==> src/fha_pkg.sv <==
`timescale 1ns / 1ps

package fha_pkg;

  localparam int HEAP_BYTES   = 4194304;
  localparam int HEADER_BYTES = 16;
  localparam int MAX_SEGMENTS = 1024;

  localparam int IW     = $clog2(MAX_SEGMENTS);
  localparam int LW     = IW + 1;
  localparam int SZ_W   = $clog2(HEAP_BYTES + 1);
  localparam int CW     = 26;
  localparam int REQ_W  = 23;
  localparam int ADDR_W = 22;
  localparam int ST_W   = 3;
  localparam int CMD_W  = 4;

  localparam logic [ST_W-1:0] ST_OK      = 3'd0;
  localparam logic [ST_W-1:0] ST_IGNORED = 3'd1;
  localparam logic [ST_W-1:0] ST_OOM     = 3'd2;
  localparam logic [ST_W-1:0] ST_DOUBLE  = 3'd3;
  localparam logic [ST_W-1:0] ST_UNKNOWN = 3'd4;

  localparam logic OP_ALLOC = 1'b0;
  localparam logic OP_FREE  = 1'b1;

  localparam logic [CMD_W-1:0] C_NOP     = 4'd0;
  localparam logic [CMD_W-1:0] C_INIT    = 4'd1;
  localparam logic [CMD_W-1:0] C_TRIV    = 4'd2;
  localparam logic [CMD_W-1:0] C_START   = 4'd3;
  localparam logic [CMD_W-1:0] C_STEP    = 4'd4;
  localparam logic [CMD_W-1:0] C_OOM     = 4'd5;
  localparam logic [CMD_W-1:0] C_DBL     = 4'd6;
  localparam logic [CMD_W-1:0] C_UNK     = 4'd7;
  localparam logic [CMD_W-1:0] C_FIT     = 4'd8;
  localparam logic [CMD_W-1:0] C_WR_BLK  = 4'd9;
  localparam logic [CMD_W-1:0] C_RD_FIX  = 4'd10;
  localparam logic [CMD_W-1:0] C_WR_FIX  = 4'd11;
  localparam logic [CMD_W-1:0] C_FBLK    = 4'd12;
  localparam logic [CMD_W-1:0] C_MERGE_R = 4'd13;
  localparam logic [CMD_W-1:0] C_RD_PV   = 4'd14;
  localparam logic [CMD_W-1:0] C_MERGE_L = 4'd15;

  typedef struct packed {
    logic              operation;
    logic [REQ_W-1:0]  request_size;
    logic [ADDR_W-1:0] address;
  } in_req_t;

  typedef struct packed {
    logic [ST_W-1:0]   status;
    logic [ADDR_W-1:0] granted_address;
  } out_res_t;

  typedef struct packed {
    logic [SZ_W-1:0] start;
    logic [SZ_W-1:0] size;
    logic            free;
    logic [LW-1:0]   nxt;
    logic [LW-1:0]   prv;
  } seg_t;

  typedef struct packed {
    logic [CMD_W-1:0] cmd;
    logic             emit;
  } dp_cmd_t;

  typedef struct packed {
    logic op;
    logic trivial;
    logic fit;
    logic qfree;
    logic qnext_ok;
    logic match;
    logic split;
    logic fix_ok;
    logic bnext_ok;
    logic bprev_ok;
    logic out_busy;
  } dp_stat_t;

  function automatic logic link_ok(input logic [LW-1:0] x);
    return x < LW'(MAX_SEGMENTS);
  endfunction

endpackage

==> src/fha_ctrl.sv <==
`timescale 1ns / 1ps

module fha_ctrl (
  input  logic              clk,
  input  logic              rst_n,
  input  logic              in_valid,
  output logic              in_stall,
  input  fha_pkg::dp_stat_t st,
  output fha_pkg::dp_cmd_t  ctl
);

  localparam logic [3:0] S_INIT   = 4'd0;
  localparam logic [3:0] S_IDLE   = 4'd1;
  localparam logic [3:0] S_WALK   = 4'd2;
  localparam logic [3:0] S_FIT_WB = 4'd3;
  localparam logic [3:0] S_RDFIX  = 4'd4;
  localparam logic [3:0] S_WRFIX  = 4'd5;
  localparam logic [3:0] S_CHK_NX = 4'd6;
  localparam logic [3:0] S_PV     = 4'd7;
  localparam logic [3:0] S_CHK_PV = 4'd8;
  localparam logic [3:0] S_DONE   = 4'd9;

  logic [3:0] state_r, state_nxt, ret_r, ret_nxt;

  assign in_stall = state_r != S_IDLE;

  always_comb begin
    state_nxt = state_r;
    ret_nxt   = ret_r;
    ctl.cmd   = fha_pkg::C_NOP;
    ctl.emit  = 1'b0;
    case (state_r)
      S_INIT: begin
        ctl.cmd   = fha_pkg::C_INIT;
        state_nxt = S_IDLE;
      end
      S_IDLE: begin
        if (in_valid) begin
          if (st.trivial) begin
            ctl.cmd   = fha_pkg::C_TRIV;
            state_nxt = S_DONE;
          end else begin
            ctl.cmd   = fha_pkg::C_START;
            state_nxt = S_WALK;
          end
        end
      end
      S_WALK: begin
        if (st.op == fha_pkg::OP_ALLOC) begin
          if (st.fit) begin
            ctl.cmd   = fha_pkg::C_FIT;
            state_nxt = S_FIT_WB;
          end else if (!st.qnext_ok) begin
            ctl.cmd   = fha_pkg::C_OOM;
            state_nxt = S_DONE;
          end else begin
            ctl.cmd = fha_pkg::C_STEP;
          end
        end else begin
          if (st.match) begin
            if (st.qfree) begin
              ctl.cmd   = fha_pkg::C_DBL;
              state_nxt = S_DONE;
            end else begin
              ctl.cmd   = fha_pkg::C_FBLK;
              state_nxt = st.qnext_ok ? S_CHK_NX : S_PV;
            end
          end else if (!st.qnext_ok) begin
            ctl.cmd   = fha_pkg::C_UNK;
            state_nxt = S_DONE;
          end else begin
            ctl.cmd = fha_pkg::C_STEP;
          end
        end
      end
      S_FIT_WB: begin
        ctl.cmd = fha_pkg::C_WR_BLK;
        if (st.split && st.fix_ok) begin
          ret_nxt   = S_DONE;
          state_nxt = S_WRFIX;
        end else begin
          state_nxt = S_DONE;
        end
      end
      S_RDFIX: begin
        ctl.cmd   = fha_pkg::C_RD_FIX;
        state_nxt = S_WRFIX;
      end
      S_WRFIX: begin
        ctl.cmd   = fha_pkg::C_WR_FIX;
        state_nxt = ret_r;
      end
      S_CHK_NX: begin
        if (st.qfree) begin
          ctl.cmd = fha_pkg::C_MERGE_R;
          if (st.qnext_ok) begin
            ret_nxt   = S_PV;
            state_nxt = S_RDFIX;
          end else begin
            state_nxt = S_PV;
          end
        end else begin
          state_nxt = S_PV;
        end
      end
      S_PV: begin
        if (st.bprev_ok) begin
          ctl.cmd   = fha_pkg::C_RD_PV;
          state_nxt = S_CHK_PV;
        end else begin
          ctl.cmd   = fha_pkg::C_WR_BLK;
          state_nxt = S_DONE;
        end
      end
      S_CHK_PV: begin
        if (st.qfree) begin
          ctl.cmd = fha_pkg::C_MERGE_L;
          if (st.bnext_ok) begin
            ret_nxt   = S_DONE;
            state_nxt = S_RDFIX;
          end else begin
            state_nxt = S_DONE;
          end
        end else begin
          ctl.cmd   = fha_pkg::C_WR_BLK;
          state_nxt = S_DONE;
        end
      end
      S_DONE: begin
        if (!st.out_busy) begin
          ctl.emit  = 1'b1;
          state_nxt = S_IDLE;
        end
      end
      default: begin
        state_nxt = S_IDLE;
      end
    endcase
  end

  always_ff @(posedge clk) begin
    if (!rst_n) begin
      state_r <= S_INIT;
      ret_r   <= S_DONE;
    end else begin
      state_r <= state_nxt;
      ret_r   <= ret_nxt;
    end
  end

endmodule

==> config.mk <==
export PLATFORM = sky130hd
export DESIGN_NAME = fha_ctrl
export DESIGN_NICKNAME = d
export VERILOG_FILES = /design/src/fha_pkg.sv /design/src/fha_ctrl.sv
export SDC_FILE = /design/constraint.sdc
export NUM_CORES = 1
export LEC_CHECK = 0
export BUFFER_PORTS_ARGS = -buffer_cell sky130_fd_sc_hd__buf_2
export CORE_AREA = 2 2 39 41
export DETAILED_ROUTE_END_ITERATION = 10
export DIE_AREA = 0 0 41 43
export GPL_TIMING_DRIVEN = 0
export HOLD_SLACK_MARGIN = 0.08
export PLACE_DENSITY = 0.8
export SYNTH_ARGS = -nofsm -noshare
export SYNTH_HDL_FRONTEND = slang
export SYNTH_SLANG_ARGS = --single-unit
==> constraint.sdc <==
create_clock -name clk -period 4.45 [get_ports clk]
set_input_delay 0.2225 -clock clk [delete_from_list [all_inputs] [get_ports clk]]
set_output_delay 0.2225 -clock clk [all_outputs]
set_load 0.005 [all_outputs]
==> results by group <==
Yosys
  – Number of synthesized flops with an enable pin: 0
  – Synthesized instance count: between 90 and 100
  – Syn nets: 107
  – Ys Warns: 0
  – Post-synth top flop: dfxtp_1
  – #FFs+latches synth: 6
  – Mapped Area: 690.7 um^2
  – Sequential fraction of the synthesis area: 17.39%
  – Distinct cells, synth: 42
  – Synth Area per Inst: 7.426 um^2
  – FFs w/ async S/R, synth: 0%

Floorplanning
  – Floorplan core area: 1384 um^2
  – IO Count: 20
  – DIE HEIGHT: ~43 um
  – FP Rows: 14
  – Die width: slightly above 40 um
  – Die Area: 1763 um^2
  – Initial Util: between 40 and 50%

Clock tree
  – Post-CTS setup buffers: 0
  – CTS Root Buffer Type: clkbuf_4
  – Reg clk slew, reported paths: about 0.050 ns
  – Clk sinks: 6
  – CTS tree: done
  – Post-CTS sizing: 0
  – CTS Buf Count: 3
  – H-tree depth: 1
  – Clock Path Buffers: 2
  – Clk Latency, worst-skew pair: around 0.25 ns
  – Hold buffer count at CTS: 0

STA
  – Least-Margin Pin Slew: 0.4914 ns
  – Setup Skew: approximately 0.007 ns
  – RSZ-0062 raised after global routing: no
  – Slew margin rel.: 67.17%
  – Fin crit period: about 2.0 ns
  – F_max: 0.5090 GHz
  – Final Max Tran Viols: 0
  – Final setup TNS: 0 ns
  – Share of the clock period used by the worst path: 44.15%
  – Final hold violations: 0
  – Setup violations, final: 0

Finish
  – Layout area overhead: 19.20%
  – # fillers: 132
  – Sequential cell area: 120.1 um^2
  – Multi-input logic area: 534.3 um^2
  – N_diodes: 0
  – Nets@finish: 130
  – Finished Cell Area: 823.3 um^2
  – Fraction of layout cells with a size suffix above 1: 25.44%

Routing
  – Routed WL: 1.943 mm
  – DR vias/cell: approximately 6.2
  – Per-cell routed wire length: 14.95 um
  – Vias: 812
  – Pre-antenna DRT Iters: 4
  – Post-route DRC: 0
  – Post-route ant nets: 0
  – DRT iter0 DRCs: 46

Outcome
  – Status: finished, final reports clean

Placement
  – Port buffer count: 18
  – Area post-placement: 800.8 um^2
  – DP HPWL: 1.479 mm
  – Placer Congestion: 0.9631

Hold path
  – WHS Path Cells: 2
  – Worst hold start: rst_n
  – Worst Hold Class: in -> reg
  – Hold Path Sink: ret_r[3]$_SDFFE_PN1P_

Global routing
  – First-pass GRT wire length: 2.932 mm
  – Number of global-route vias before repair: 704
  – Total grt overflow: 0
  – Total global routing track utilization: 23.94%
  – Largest net degree at the start of global routing: 11
  – Initial antenna violation count: 0

Power and ir drop
  – VDD IR max: 0.0001452 V
  – P_leak: 0.3434 nW
  – Power Density: approximately 190 nW/um^2
  – Pwr Total: 155.3 uW

Critical path
  – CP Class: reg -> out
  – Worst path arrival time: roughly 1.7 ns
  – Setup crit end kind: output pin
  – Reg2reg start: state_r[2]$_SDFFE_PN0P_
  – Bufs and invs on worst path: 2
  – CP required: 4.23 ns
  – Critical path's top delay family: simple AND/OR/NAND/NOR gates
  – R2R Setup Slk: 2.93 ns
  – Critical Path Max Stage Delay: 0.39 ns
  – Worst r2r dst: state_r[0]$_SDFFE_PN0P_
  – CP cell instances: buf_6, nor4b_2, nand2_1, o311ai_1, buf_2
  – Startpoint types: flip-flop
  – Cells on worst reg2reg path: 5
  – CP max FO: 10
  – CP max stage cell: nor4b_2

Flow run
  – Max Cap Viol: 0
## per-layer routing
| metal | vias to the layer above | GRT usage [%] | wire [um] |
|---|---|---|---|
| met2 | 43 | 39.69 | 913 |
| met4 | 0 | 5.333 | 28 |
| li1 | 402 | - | - |
| met1 | 362 | 30.42 | 861 |
| met5 | - | 0 | 0 |
| met3 | 5 | 4.712 | 140 |
## synth_stat cells (2+ instances only)
master / number / area [um^2]
nand2_1: 12 / 45.04
a21oi_1: 9 / 45.04
o21ai_0: 7 / 35.03
dfxtp_1: 6 / 120.1
nor2_1: 6 / 22.52
clkbuf_1: 3 / 11.26
nand2b_1: 3 / 18.77
nand3_1: 3 / 15.01
nand3b_1: 3 / 22.52
a211o_1: 2 / 17.52
a31oi_1: 2 / 12.51
and2_1: 2 / 12.51
and4b_1: 2 / 20.02
buf_2: 2 / 10.01
nor2b_1: 2 / 12.51
nor3_1: 2 / 10.01
o21a_1: 2 / 15.01
## cell type report
type                       instances  area share, %
multi-input combinational         80          64.89
sequential                         6          14.59
timing repair buffer              18          10.94
buffer                             6          3.951
clock buffer                       3          2.736
tap                               16          2.432
inverter                           1         0.4559
## registers in the layout (all words and copies together) (netlist names)
| signal | count |
|---|---|
| ret_r | 2 |
| state_r | 4 |
## cells in the final DEF, fill, tap and decap left out, types with 3 or more instances in the layout
master and n:
nand3_1 3, o21ai_0 7, clkbuf_4 3, clkbuf_1 3, a21oi_1 9, dfxtp_1 6
nor2_1 6, nand2b_1 3, buf_2 20, nand2_1 12, nand3b_1 3
## how the worst max path moves through the flow
stage	startpoint	to	slack, ns	cells past startpoint
finish	state_r[2]$_SDFFE_PN0P_	ctl[1]	2.49	5
global route	state_r[2]$_SDFFE_PN0P_	ctl[1]	2.39	5
CTS	state_r[2]$_SDFFE_PN0P_	ctl[1]	2.51	5
detailed placement	state_r[2]$_SDFFE_PN0P_	ctl[1]	2.78	5
global placement	state_r[2]$_SDFFE_PN0P_	ctl[1]	2.80	5
floorplan	state_r[2]$_SDFFE_PN0P_	state_r[0]$_SDFFE_PN0P_	3.02	5
## cells by family (layout without fill, tap and decap cells)
logic type	Yosys count	after routing	synth area share, %
muxes	1	1	1.449
buffers and inverters	7	28	5.253
DFF	6	6	17.39
AOI/OAI and AO/OA	36	36	36.60
and+or+nand+nor	43	43	39.31
## through the flow
step,utilization (%),std cells,worst slack (ns),hold slack (ns)
2_1_floorplan,-,93,3.015,0.2987
3_3_place_gp,57.87,127,2.797,0.4563
3_5_place_dp,57.87,127,2.782,0.4701
4_1_cts,59.49,130,2.511,0.2165
5_1_grt,59.49,130,2.389,0.2419
6_report,59.49,130,2.485,0.2255
## power breakdown
part / leakage [nW] / switching [mW] / internal, mW
Combinational: 0.281 / 0.0262 / 0.0205
Sequential: 0.0488 / 0.00274 / 0.0555
Clock: 0.0138 / 0.0199 / 0.0305
(Power assumes the default switching activity.)
